### config.mk
export PLATFORM = sky130hd
export DESIGN_NAME = rgb_to_hsl_converter_core
export DESIGN_NICKNAME = d
export VERILOG_FILES = /design/src/rtl/core/rgb2hsl_pkg.sv /design/src/rtl/core/rgb_to_hsl_converter_core.sv
export SDC_FILE = /design/constraint.sdc
export NUM_CORES = 2
export LEC_CHECK = 0
export BUFFER_PORTS_ARGS = -buffer_cell sky130_fd_sc_hd__buf_2
export CAP_MARGIN = 20
export CORE_ASPECT_RATIO = 1.5
export CORE_MARGIN = 4
export CORE_UTILIZATION = 62
export CTS_CLUSTER_DIAMETER = 150
export DETAILED_ROUTE_END_ITERATION = 10
export PLACE_DENSITY = 0.82
export SYNTH_ARGS = -nofsm -noshare
export SYNTH_HDL_FRONTEND = slang
export SYNTH_SLANG_ARGS = --single-unit
### constraint.sdc
create_clock -name clk_i -period 5.1 [get_ports clk_i]
set_input_delay 0.51 -clock clk_i [delete_from_list [all_inputs] [get_ports clk_i]]
set_output_delay 0.51 -clock clk_i [all_outputs]
set_load 0.01 [all_outputs]
### src/rtl/core/rgb2hsl_pkg.sv
// rgb2hsl_pkg: widths, constants and types for the rgb to hsl converter core
// no dependencies; used by rgb_to_hsl_converter_core

package rgb2hsl_pkg;

  localparam int ChanW = 8;   // color channel code
  localparam int SumW  = 9;   // max + min
  localparam int HueW  = 15;  // hue, 1/64 degree
  localparam int FracW = 16;  // fraction: q1.15 for lightness, unsigned q1.15 for saturation
  localparam int QuotW = 16;  // quotient bits resolved by the divider pipe
  localparam int RemW  = 25;  // dividend / partial remainder width
  localparam int DivW  = 9;   // doubled divisor width (2*d, 2*den)
  localparam int RecipW = 24; // reciprocal of 255, 31 fraction bits
  localparam int LitW  = 47;  // scaled lightness product, result in the top 16 bits

  // 60 degrees in 1/64 degree units
  localparam logic [HueW-1:0] HueSextant = 15'd3840;
  // 2 * 3840, scale of the doubled hue dividend
  localparam logic [RemW-1:0] HueScale2  = 25'd7680;
  // lightness = floor((16384 * sum + 127) / 255), 255 replaced by ceil(2^31 / 255)
  localparam logic [RecipW-1:0] LitRecip = 24'd8421505;
  // 127 * LitRecip, the round half up term
  localparam logic [LitW-1:0]   LitBias  = 47'd1069531135;
  localparam logic [SumW-1:0] SumFull    = 9'd510;
  localparam logic [SumW-1:0] SumHalf    = 9'd255;

  typedef enum logic [1:0] {
    MaxRed,
    MaxGreen,
    MaxBlue
  } max_sel_e;

  // hue base for a sextant index 0..5
  function automatic logic [HueW-1:0] sextant_base(input logic [2:0] idx);
    logic [HueW-1:0] base;
    case (idx)
      3'd0:    base = 15'd0;
      3'd1:    base = 15'd3840;
      3'd2:    base = 15'd7680;
      3'd3:    base = 15'd11520;
      3'd4:    base = 15'd15360;
      3'd5:    base = 15'd19200;
      default: base = 15'd0;
    endcase
    return base;
  endfunction

endpackage

### src/rtl/core/rgb_to_hsl_converter_core.sv
// rgb_to_hsl_converter_core: pipelined rgba pixel to hue / saturation / lightness
// depends on rgb2hsl_pkg

// channel   direction  handshake          words
// -------   ---------  ---------          -----
// pixel     in         start_i, busy_o    red_in_i, green_in_i, blue_in_i, alpha_in_i
// hsl       out        done_o (strobe)    hue_o, saturation_o, lightness_o, alpha_out_o
//
// one pixel word may enter every cycle; busy_o stays low
// a result leaves on done_o in input order
// the path runs through three front stages (a, b, c), the 16 restoring divider
// stages (one quotient bit each) and the output register
// rst_ni clears the valid bits only; the receiver cannot stall, so nothing waits

module rgb_to_hsl_converter_core (
  input  logic                                clk_i,
  input  logic                                rst_ni,
  input  logic                                start_i,
  output logic                                busy_o,
  input  logic [rgb2hsl_pkg::ChanW-1:0]       red_in_i,
  input  logic [rgb2hsl_pkg::ChanW-1:0]       green_in_i,
  input  logic [rgb2hsl_pkg::ChanW-1:0]       blue_in_i,
  input  logic [rgb2hsl_pkg::ChanW-1:0]       alpha_in_i,
  output logic                                done_o,
  output logic [rgb2hsl_pkg::HueW-1:0]        hue_o,
  output logic [rgb2hsl_pkg::FracW-1:0]       saturation_o,
  output logic [rgb2hsl_pkg::FracW-1:0]       lightness_o,
  output logic [rgb2hsl_pkg::ChanW-1:0]       alpha_out_o
);

  localparam int CW = rgb2hsl_pkg::ChanW;
  localparam int SW = rgb2hsl_pkg::SumW;
  localparam int HW = rgb2hsl_pkg::HueW;
  localparam int FW = rgb2hsl_pkg::FracW;
  localparam int QW = rgb2hsl_pkg::QuotW;
  localparam int RW = rgb2hsl_pkg::RemW;
  localparam int DW = rgb2hsl_pkg::DivW;
  localparam int LW = rgb2hsl_pkg::LitW;
  localparam int PW = SW + rgb2hsl_pkg::RecipW;

  // fully pipelined, never refuses a word
  assign busy_o = 1'b0;

  logic accept;
  assign accept = start_i & ~busy_o;

  // ---------------------------------------------------------------------------
  // stage a: pick max channel (tie rule: later candidate wins) and min
  // ---------------------------------------------------------------------------
  rgb2hsl_pkg::max_sel_e a_sel_d, a_sel_q;
  logic [CW-1:0] a_mx_d, a_mn_d;
  logic [CW-1:0] a_r_q, a_g_q, a_b_q, a_alpha_q, a_mx_q, a_mn_q;
  logic          a_valid_q;

  always_comb begin
    if (red_in_i > green_in_i) begin
      a_sel_d = (red_in_i > blue_in_i) ? rgb2hsl_pkg::MaxRed : rgb2hsl_pkg::MaxBlue;
      a_mn_d  = (green_in_i < blue_in_i) ? green_in_i : blue_in_i;
    end else begin
      a_sel_d = (green_in_i > blue_in_i) ? rgb2hsl_pkg::MaxGreen : rgb2hsl_pkg::MaxBlue;
      a_mn_d  = (red_in_i < blue_in_i) ? red_in_i : blue_in_i;
    end
    case (a_sel_d)
      rgb2hsl_pkg::MaxRed:   a_mx_d = red_in_i;
      rgb2hsl_pkg::MaxGreen: a_mx_d = green_in_i;
      default:               a_mx_d = blue_in_i;
    endcase
  end

  always_ff @(posedge clk_i or negedge rst_ni) begin
    if (!rst_ni) begin
      a_valid_q <= 1'b0;
    end else begin
      a_valid_q <= accept;
    end
  end

  always_ff @(posedge clk_i) begin
    a_r_q     <= red_in_i;
    a_g_q     <= green_in_i;
    a_b_q     <= blue_in_i;
    a_alpha_q <= alpha_in_i;
    a_mx_q    <= a_mx_d;
    a_mn_q    <= a_mn_d;
    a_sel_q   <= a_sel_d;
  end

  // ---------------------------------------------------------------------------
  // stage b: spread, sum, saturation denominator, hue sextant and fraction
  // hue = base(sextant) + round(3840 * f / d) with 0 <= f <= d
  // ---------------------------------------------------------------------------
  logic [CW-1:0] b_d_d, b_f_d, b_den_d;
  logic [SW-1:0] b_sum_d;
  logic [2:0]    b_sext_d;
  logic [CW-1:0] b_d_q, b_f_q, b_den_q, b_alpha_q;
  logic [SW-1:0] b_sum_q;
  logic [HW-1:0] b_base_q;
  logic          b_grey_q, b_valid_q;

  always_comb begin
    b_d_d   = a_mx_q - a_mn_q;
    b_sum_d = {1'b0, a_mx_q} + {1'b0, a_mn_q};
    // fold around one half: 510 - sum stays below 256 when sum > 255
    if (b_sum_d <= rgb2hsl_pkg::SumHalf) begin
      b_den_d = b_sum_d[CW-1:0];
    end else begin
      b_den_d = CW'(rgb2hsl_pkg::SumFull - b_sum_d);
    end
    b_f_d    = '0;
    b_sext_d = 3'd0;
    case (a_sel_q)
      rgb2hsl_pkg::MaxRed: begin
        if (a_g_q >= a_b_q) begin
          b_f_d    = a_g_q - a_b_q;
          b_sext_d = 3'd0;
        end else begin
          // wrap: negative angle lands in the last sextant
          b_f_d    = b_d_d - (a_b_q - a_g_q);
          b_sext_d = 3'd5;
        end
      end
      rgb2hsl_pkg::MaxGreen: begin
        if (a_b_q >= a_r_q) begin
          b_f_d    = a_b_q - a_r_q;
          b_sext_d = 3'd2;
        end else begin
          b_f_d    = b_d_d - (a_r_q - a_b_q);
          b_sext_d = 3'd1;
        end
      end
      default: begin
        if (a_r_q >= a_g_q) begin
          b_f_d    = a_r_q - a_g_q;
          b_sext_d = 3'd4;
        end else begin
          b_f_d    = b_d_d - (a_g_q - a_r_q);
          b_sext_d = 3'd3;
        end
      end
    endcase
  end

  always_ff @(posedge clk_i or negedge rst_ni) begin
    if (!rst_ni) begin
      b_valid_q <= 1'b0;
    end else begin
      b_valid_q <= a_valid_q;
    end
  end

  always_ff @(posedge clk_i) begin
    b_d_q     <= b_d_d;
    b_f_q     <= b_f_d;
    b_sum_q   <= b_sum_d;
    b_den_q   <= b_den_d;
    b_base_q  <= rgb2hsl_pkg::sextant_base(b_sext_d);
    b_grey_q  <= (b_d_d == '0);
    b_alpha_q <= a_alpha_q;
  end

  // ---------------------------------------------------------------------------
  // stage c: doubled dividends and divisors, round half up as (2n + den) / 2den
  // lightness is done here by reciprocal multiply, exact for every sum 0..510
  // index 0 of the divider arrays is this stage's register
  // ---------------------------------------------------------------------------
  logic [PW-1:0] c_lit_p;
  logic [LW-1:0] c_lit_t;

  logic          dv_valid_q [0:QW];
  logic [RW-1:0] hrem_q     [0:QW];
  logic [RW-1:0] srem_q     [0:QW];
  logic [DW-1:0] hdiv_q     [0:QW];
  logic [DW-1:0] sdiv_q     [0:QW];
  logic [QW-1:0] hq_q       [0:QW];
  logic [QW-1:0] sq_q       [0:QW];
  logic [FW-1:0] lit_stage_q [0:QW];
  logic [HW-1:0] base_q     [0:QW];
  logic          grey_q     [0:QW];
  logic [CW-1:0] alpha_q    [0:QW];

  // (16384 * sum + 127) * recip, sum scaled up by 2^14 after the small multiply
  always_comb begin
    c_lit_p = PW'(b_sum_q) * PW'(rgb2hsl_pkg::LitRecip);
    c_lit_t = {c_lit_p, {(LW-PW){1'b0}}} + rgb2hsl_pkg::LitBias;
  end

  always_ff @(posedge clk_i or negedge rst_ni) begin
    if (!rst_ni) begin
      dv_valid_q[0] <= 1'b0;
    end else begin
      dv_valid_q[0] <= b_valid_q;
    end
  end

  always_ff @(posedge clk_i) begin
    hrem_q[0]      <= RW'(b_f_q) * rgb2hsl_pkg::HueScale2 + RW'(b_d_q);
    srem_q[0]      <= {1'b0, b_d_q, 16'b0} + RW'(b_den_q);
    hdiv_q[0]      <= {b_d_q, 1'b0};
    sdiv_q[0]      <= {b_den_q, 1'b0};
    hq_q[0]        <= '0;
    sq_q[0]        <= '0;
    lit_stage_q[0] <= c_lit_t[LW-1:LW-FW];
    base_q[0]      <= b_base_q;
    grey_q[0]      <= b_grey_q;
    alpha_q[0]     <= b_alpha_q;
  end

  // ---------------------------------------------------------------------------
  // restoring divider pipe: stage k settles quotient bit QW-1-k for hue and
  // saturation; a zero divisor (grey pixel) runs through harmlessly and is
  // masked at the end
  // ---------------------------------------------------------------------------
  for (genvar k = 0; k < QW; k++) begin : g_div
    localparam int Sh = QW - 1 - k;

    logic [RW:0]   h_trial, s_trial;
    logic          h_bit, s_bit;
    logic [RW-1:0] h_rem_d, s_rem_d;

    always_comb begin
      h_trial = {1'b0, hrem_q[k]} - ({1'b0, RW'(hdiv_q[k])} << Sh);
      s_trial = {1'b0, srem_q[k]} - ({1'b0, RW'(sdiv_q[k])} << Sh);
      h_bit   = ~h_trial[RW];
      s_bit   = ~s_trial[RW];
      h_rem_d = h_bit ? h_trial[RW-1:0] : hrem_q[k];
      s_rem_d = s_bit ? s_trial[RW-1:0] : srem_q[k];
    end

    always_ff @(posedge clk_i or negedge rst_ni) begin
      if (!rst_ni) begin
        dv_valid_q[k+1] <= 1'b0;
      end else begin
        dv_valid_q[k+1] <= dv_valid_q[k];
      end
    end

    always_ff @(posedge clk_i) begin
      hrem_q[k+1]      <= h_rem_d;
      srem_q[k+1]      <= s_rem_d;
      hdiv_q[k+1]      <= hdiv_q[k];
      sdiv_q[k+1]      <= sdiv_q[k];
      hq_q[k+1]        <= {hq_q[k][QW-2:0], h_bit};
      sq_q[k+1]        <= {sq_q[k][QW-2:0], s_bit};
      lit_stage_q[k+1] <= lit_stage_q[k];
      base_q[k+1]      <= base_q[k];
      grey_q[k+1]      <= grey_q[k];
      alpha_q[k+1]     <= alpha_q[k];
    end
  end

  // ---------------------------------------------------------------------------
  // output register: add sextant base, force hue and saturation to zero on grey
  // ---------------------------------------------------------------------------
  logic          done_q;
  logic [HW-1:0] hue_q;
  logic [FW-1:0] sat_q, lit_q;
  logic [CW-1:0] alpha_out_q;

  always_ff @(posedge clk_i or negedge rst_ni) begin
    if (!rst_ni) begin
      done_q <= 1'b0;
    end else begin
      done_q <= dv_valid_q[QW];
    end
  end

  always_ff @(posedge clk_i) begin
    hue_q       <= grey_q[QW] ? '0 : base_q[QW] + HW'(hq_q[QW]);
    sat_q       <= grey_q[QW] ? '0 : sq_q[QW];
    lit_q       <= lit_stage_q[QW];
    alpha_out_q <= alpha_q[QW];
  end

  assign done_o       = done_q;
  assign hue_o        = hue_q;
  assign saturation_o = sat_q;
  assign lightness_o  = lit_q;
  assign alpha_out_o  = alpha_out_q;

endmodule
# Word-level counts from Yosys, hierarchy flattened
# Memories as Yosys holds them, arrays and structs flattened. A register that Yosys moved wholly into a read port is not among the register bits.
# Cells that the tools add are included.
# word_totals
regBits	142
latch_bits	0
mem_bits_rw	2380
romBits	0
input_bits	35
out_inout_bits	57
elab_cells	195
mem_count	10
# op_classes
add_sub_neg	48
multipliers	2
div	0
order_cmp	9
n_eq_ne	7
shift	0
mux	49
n_bitwise	32
n_reduce_logical	3
# memory_table
memory	words	width	rd	rd_ports_with_merged_regs	wr	line_no	rtl
hrem_q	17	25	16	0	17	rgb_to_hsl_converter_core.sv:170	logic [RW-1:0] hrem_q [0:QW];
srem_q	17	25	16	0	17	rgb_to_hsl_converter_core.sv:171	logic [RW-1:0] srem_q [0:QW];
hq_q	17	16	17	0	17	rgb_to_hsl_converter_core.sv:174	logic [QW-1:0] hq_q [0:QW];
lit_stage_q	17	16	17	1	17	rgb_to_hsl_converter_core.sv:176	logic [FW-1:0] lit_stage_q [0:QW];
sq_q	17	16	17	1	17	rgb_to_hsl_converter_core.sv:175	logic [QW-1:0] sq_q [0:QW];
base_q	17	15	17	0	17	rgb_to_hsl_converter_core.sv:177	logic [HW-1:0] base_q [0:QW];
4 more memories	-	-	-	-	-	-	
# op_table
op	count
2-to-1 mux 25 bit	32
subtractor 8 bit	10
one-hot mux 15 bit (5 select lines)	1
2-to-1 mux 8 bit	7
subtractor 25 x 10 -> 26 bit	2
subtractor 25 x 11 -> 26 bit	2
subtractor 25 x 12 -> 26 bit	2
subtractor 25 x 13 -> 26 bit	2
subtractor 25 x 14 -> 26 bit	2
subtractor 25 x 15 -> 26 bit	2
subtractor 25 x 16 -> 26 bit	2
subtractor 25 x 17 -> 26 bit	2
subtractor 25 x 18 -> 26 bit	2
subtractor 25 x 19 -> 26 bit	2
subtractor 25 x 20 -> 26 bit	2
subtractor 25 x 21 -> 26 bit	2
subtractor 25 x 22 -> 26 bit	2
subtractor 25 x 23 -> 26 bit	2
subtractor 25 x 24 -> 26 bit	2
subtractor 25 x 9 -> 26 bit	2
adder 47 x 30 -> 47 bit (second input constant)	1
multiplier 9 x 24 -> 33 bit (second input constant)	1
NOT 1 bit	32
one-hot mux 8 bit (2 select lines)	2
19 further kinds	32

# Logic depth before layout (Yosys ltp)
# depth
depth_word	5
depth_mapped	21
depth_no_buf	20

# Worst setup path before layout
# Ideal clock, no wire load.
# synth_timing
path_type	reg2reg
from	register a_mn_q[2]
to	register b_f_q[7]
setup_time_ns	0.134
arrival_ns	3.767
required_time_ns	4.966
slack_ns	1.198
stages_incl_launch_ff	20
n_path_buf	1
synth_period_minus_slack_ns	3.902
path_cell_list	dfxtp_1 -> inv_1 -> ha_1 -> clkbuf_1 -> inv_1 -> nor2_1 -> o21ai_0 -> nand2b_1 -> a21o_1 -> a21oi_1 -> xnor2_1 -> inv_1 -> fa_1 -> inv_1 -> ha_1 -> o41ai_1 -> xnor2_1 -> or3b_2 -> a32oi_1 -> or4_1
# synth_via
elab_chain_cells	4
word_cells_on_any_way	8
cone_classes	add/sub: 4; mux: 4
# synth_rtl
element	line_no	rtl
start, declared	rgb_to_hsl_converter_core.sv:52	logic [CW-1:0] a_r_q, a_g_q, a_b_q, a_alpha_q, a_mx_q, a_mn_q;
start signal, assigned	rgb_to_hsl_converter_core.sv:84	a_mn_q <= a_mn_d;
subtractor 8 bit (*)	rgb_to_hsl_converter_core.sv:101	b_d_d = a_mx_q - a_mn_q;
via b_d_d[6]	rgb_to_hsl_converter_core.sv:92	logic [CW-1:0] b_d_d, b_f_d, b_den_d;
subtractor 8 bit (on tied branches)	rgb_to_hsl_converter_core.sv:136, rgb_to_hsl_converter_core.sv:118, rgb_to_hsl_converter_core.sv:127	
2-to-1 mux 8 bit (on tied branches)	rgb_to_hsl_converter_core.sv:132, rgb_to_hsl_converter_core.sv:113, rgb_to_hsl_converter_core.sv:123	
one-hot mux 8 bit (2 select lines) (*)	rgb_to_hsl_converter_core.sv:111	case (a_sel_q)
via b_f_d[7]	rgb_to_hsl_converter_core.sv:92	
end signal, assigned	rgb_to_hsl_converter_core.sv:153	b_f_q <= b_f_d;
end, declared	rgb_to_hsl_converter_core.sv:95	logic [CW-1:0] b_d_q, b_f_q, b_den_q, b_alpha_q;
# Mark *: on every way through the listed nets, which the timed path passes. The rest lies on a longest branch.
# A chain may end at the register's enable or synchronous reset.

# Worst setup path in the final report
# layout_timing
from	register a_mx_q[0]
to	register b_f_q[7]
# layout_via
elab_chain_cells	4
word_cells_on_any_way	8
cone_classes	add/sub: 4; mux: 4
# layout_rtl
element	line_no	rtl
start, declared	rgb_to_hsl_converter_core.sv:52	
start signal, assigned	rgb_to_hsl_converter_core.sv:83	a_mx_q <= a_mx_d;
subtractor 8 bit (*)	rgb_to_hsl_converter_core.sv:101	
via b_d_d[4]	rgb_to_hsl_converter_core.sv:92	
subtractor 8 bit (on tied branches)	rgb_to_hsl_converter_core.sv:136, rgb_to_hsl_converter_core.sv:118, rgb_to_hsl_converter_core.sv:127	
2-to-1 mux 8 bit (on tied branches)	rgb_to_hsl_converter_core.sv:132, rgb_to_hsl_converter_core.sv:113, rgb_to_hsl_converter_core.sv:123	
one-hot mux 8 bit (2 select lines) (*)	rgb_to_hsl_converter_core.sv:111	
via b_f_d[7]	rgb_to_hsl_converter_core.sv:92	
# Marks and branches as above.

==> metrics <==
status=completed; setup_tns=0 ns; RR Startpoint=a_mx_q[0]; HP Class=in -> async; CTS Sinks=roughly 1.7k; Critical Path RT=5.71 ns; setup violators final=0; Critical Path AT=5.18 ns; CTS tree=yes; area leader, netlist=dfxtp_1; Util after Layout=70.55%; Slew Viols, Final=0; R2R Setup Slk=0.53 ns; RSZ-0062 raised after global routing=no; die height=384.6 um; Clock Skew=0.03027 ns; slowest cell on the critical path=or4_1; Synth async-reset ratio=under 10%; CTS Buf Count=150; CTS H-tree lvls=4; critical path buffer and inverter count=3; Residual DRC=0; Post-Route WL=just over 100000 um; fin nets=6008; Post-CTS Hold Fix Bufs=34; Vias=36.28k; first-pass GRT wire length=169000 um; pin count of the biggest net entering global routing=32; initial core utilization=62.75%; # fillers=6228; Slowest Stage Delay on Critical Path=0.55 ns; Avg Cell Area, Syn=approximately 11 um^2; Max Cap Violations=0; most frequent cell after synthesis=dfxtp_1; IO buf count=90; initial antenna violation count=0; Highest Clock Rate=between 200 and 250 MHz; worst reg-to-reg path cell count=18; commonest cells in the netlist=1712 x dfxtp_1, 506 x inv_1, 360 x ha_1; die width=between 200 and 300 um; synthesized flop and latch total=1732; root buf cell=clkbuf_16; Post-synth EDFFs=0; Avg WL per Cell=about 15 um; initial DRC count=1634; # rows=approximately 140; crit path capture type=register; DR vias/cell=around 5.2; final worst path period share=between 80% and 90%; Crit path max-delay family=adder cells; vias in the first global route=37.72k; GR Overflow Total=0; Ys Warns=0; antenna-violating nets left=0; IO Pins=92; crit path max fanout=3; Worst R2R End=b_f_q[7]; clk buf depth=3; Mapped Area=about 60000 um^2; post-synthesis sequential area ratio=59.31%; Area growth syn-to-layout=12.43%; ratio of cells with drive above 1 in the final layout=roughly 8.1%; CTS resizes=0; Slew headroom=about 36%; TritonRoute pass-1 iters=5; Setup CP Type=reg -> reg; All-Layer GR Usage=20.53%; post-route minimum period=4.574 ns; Mapped Cells=approximately 5.3k; die area=99640 um^2; Final Wtd Congestion=between 0.9 and 1; Skew-Pair Late Insertion Delay=about 0.75 ns; ys flop type=dfxtp_1; Post-CTS Setup Bufs=0; CORE AREA=93420 um^2; synth top area cells=dfxtp_1 58%, ha_1 7.7%, inv_1 3.2%; top cell type's share of synthesized area=58.46%; post-DP HPWL=71660 um; Yosys cell types=86; Worst-Margin Slew=0.9581 ns; most used cell, CP=inv_1; Final Hold Viols=0; # diodes=0; crit start category=register; critical-path cell list=inv_1 -> ha_1 -> fa_1 -> nor2_1 -> o21ai_0 -> nand2b_1 -> xor2_1 -> inv_1 -> fa_1 -> inv_1 -> ha_1 -> o21ai_0 -> nor2_1 -> o41ai_1 -> xnor2_1 -> or3b_2 -> a32oi_1 -> or4_1; Worst-path clk slew=0.07 ns
[per-layer routing]
metal | track usage [%] | vias up | part of all wire, %
met2 | 42.65 | 683 | 58
met3 | 3.570 | 337 | 3.2
li1 | - | 18290 | -
met4 | 11.66 | 0 | 5.7
met5 | 0 | - | 0
met1 | 17.85 | 16970 | 33
[placed cells by master, fill, tap and decap left out, types with 24 or more instances in the layout]
cell / instances
or4_1: 32
a21o_1: 48
o31ai_1: 60
buf_2: 91
a31oi_1: 24
o21a_1: 49
a211oi_1: 27
nor4_1: 72
mux2_2: 45
xor2_1: 184
buf_4: 25
a21boi_0: 66
a21oi_1: 192
nand3_1: 55
or3_1: 47
dlygate4sd3_1: 34
clkinv_2: 30
nand2_1: 291
xnor2_1: 184
nor3_1: 116
clkbuf_1: 30
nor2b_1: 107
ha_1: 360
or2_2: 24
clkbuf_16: 153
inv_1: 506
nor2_1: 303
nand2b_1: 85
o21ai_0: 278
dfxtp_1: 1712
fa_1: 71
[worst max-delay path by stage]
stage               from  endpoint  cells past startpoint
3_3_place_gp   a_mx_q[0]  b_f_q[7]                     18
4_1_cts        a_mx_q[0]  b_f_q[7]                     18
6_report       a_mx_q[0]  b_f_q[7]                     18
5_1_grt        a_mx_q[0]  b_f_q[7]                     18
2_1_floorplan  a_mn_q[2]  b_f_q[7]                     19
3_5_place_dp   a_mx_q[0]  b_f_q[7]                     18
[metrics by stage]
| step | std cells | hold slack [ns] | worst slack, ns | cell area, um^2 |
|---|---|---|---|---|
| 6_report | 6913 | 0.2780 | 0.5261 | 65910 |
| 5_1_grt | 6913 | 0.3022 | 0.1839 | 65910 |
| 4_1_cts | 6909 | 0.2056 | 0.4693 | 65880 |
| 3_5_place_dp | 6603 | 0.3121 | 0.5133 | 60570 |
| 3_3_place_gp | 6602 | 0.3096 | 0.4805 | 60570 |
| 2_1_floorplan | 5305 | 0.2144 | 1.198 | 58630 |
[state kept, by name, summed over array words and instances (netlist names), 17 cells and up]
| register | count |
|---|---|
| alpha_q | 136 |
| base_q | 119 |
| dv_valid_q | 17 |
| grey_q | 17 |
| hdiv_q | 21 |
| hq_q | 120 |
| hrem_q | 387 |
| lit_stage_q | 272 |
| sdiv_q | 21 |
| sq_q | 136 |
| srem_q | 331 |
[cell type report]
class	instances	area, um^2	share of cell area, %
inverter	511	1918	2.910
clock inverter	70	765.7	1.162
clock buffer	202	4203	6.377
multi-input combinational	2996	21690	32.91
tap	1251	1565	2.375
sequential	1732	34770	52.76
timing repair buffer	151	991.0	1.504
[cells by family after synthesis]
logic type / share of synthesized area [%]
flip-flops: 59.31
AND/OR/NAND/NOR: 10.74
AO/OA/AOI/OAI: 9.423
buffers and inverters: 3.731
adder cells (fa/ha/maj): 10.11
XOR/XNOR: 5.498
multiplexers: 1.176
other: 0.006397
Power is not shown: default switching activity piles up to over one toggle a cycle in this logic, so the estimate is an artifact.
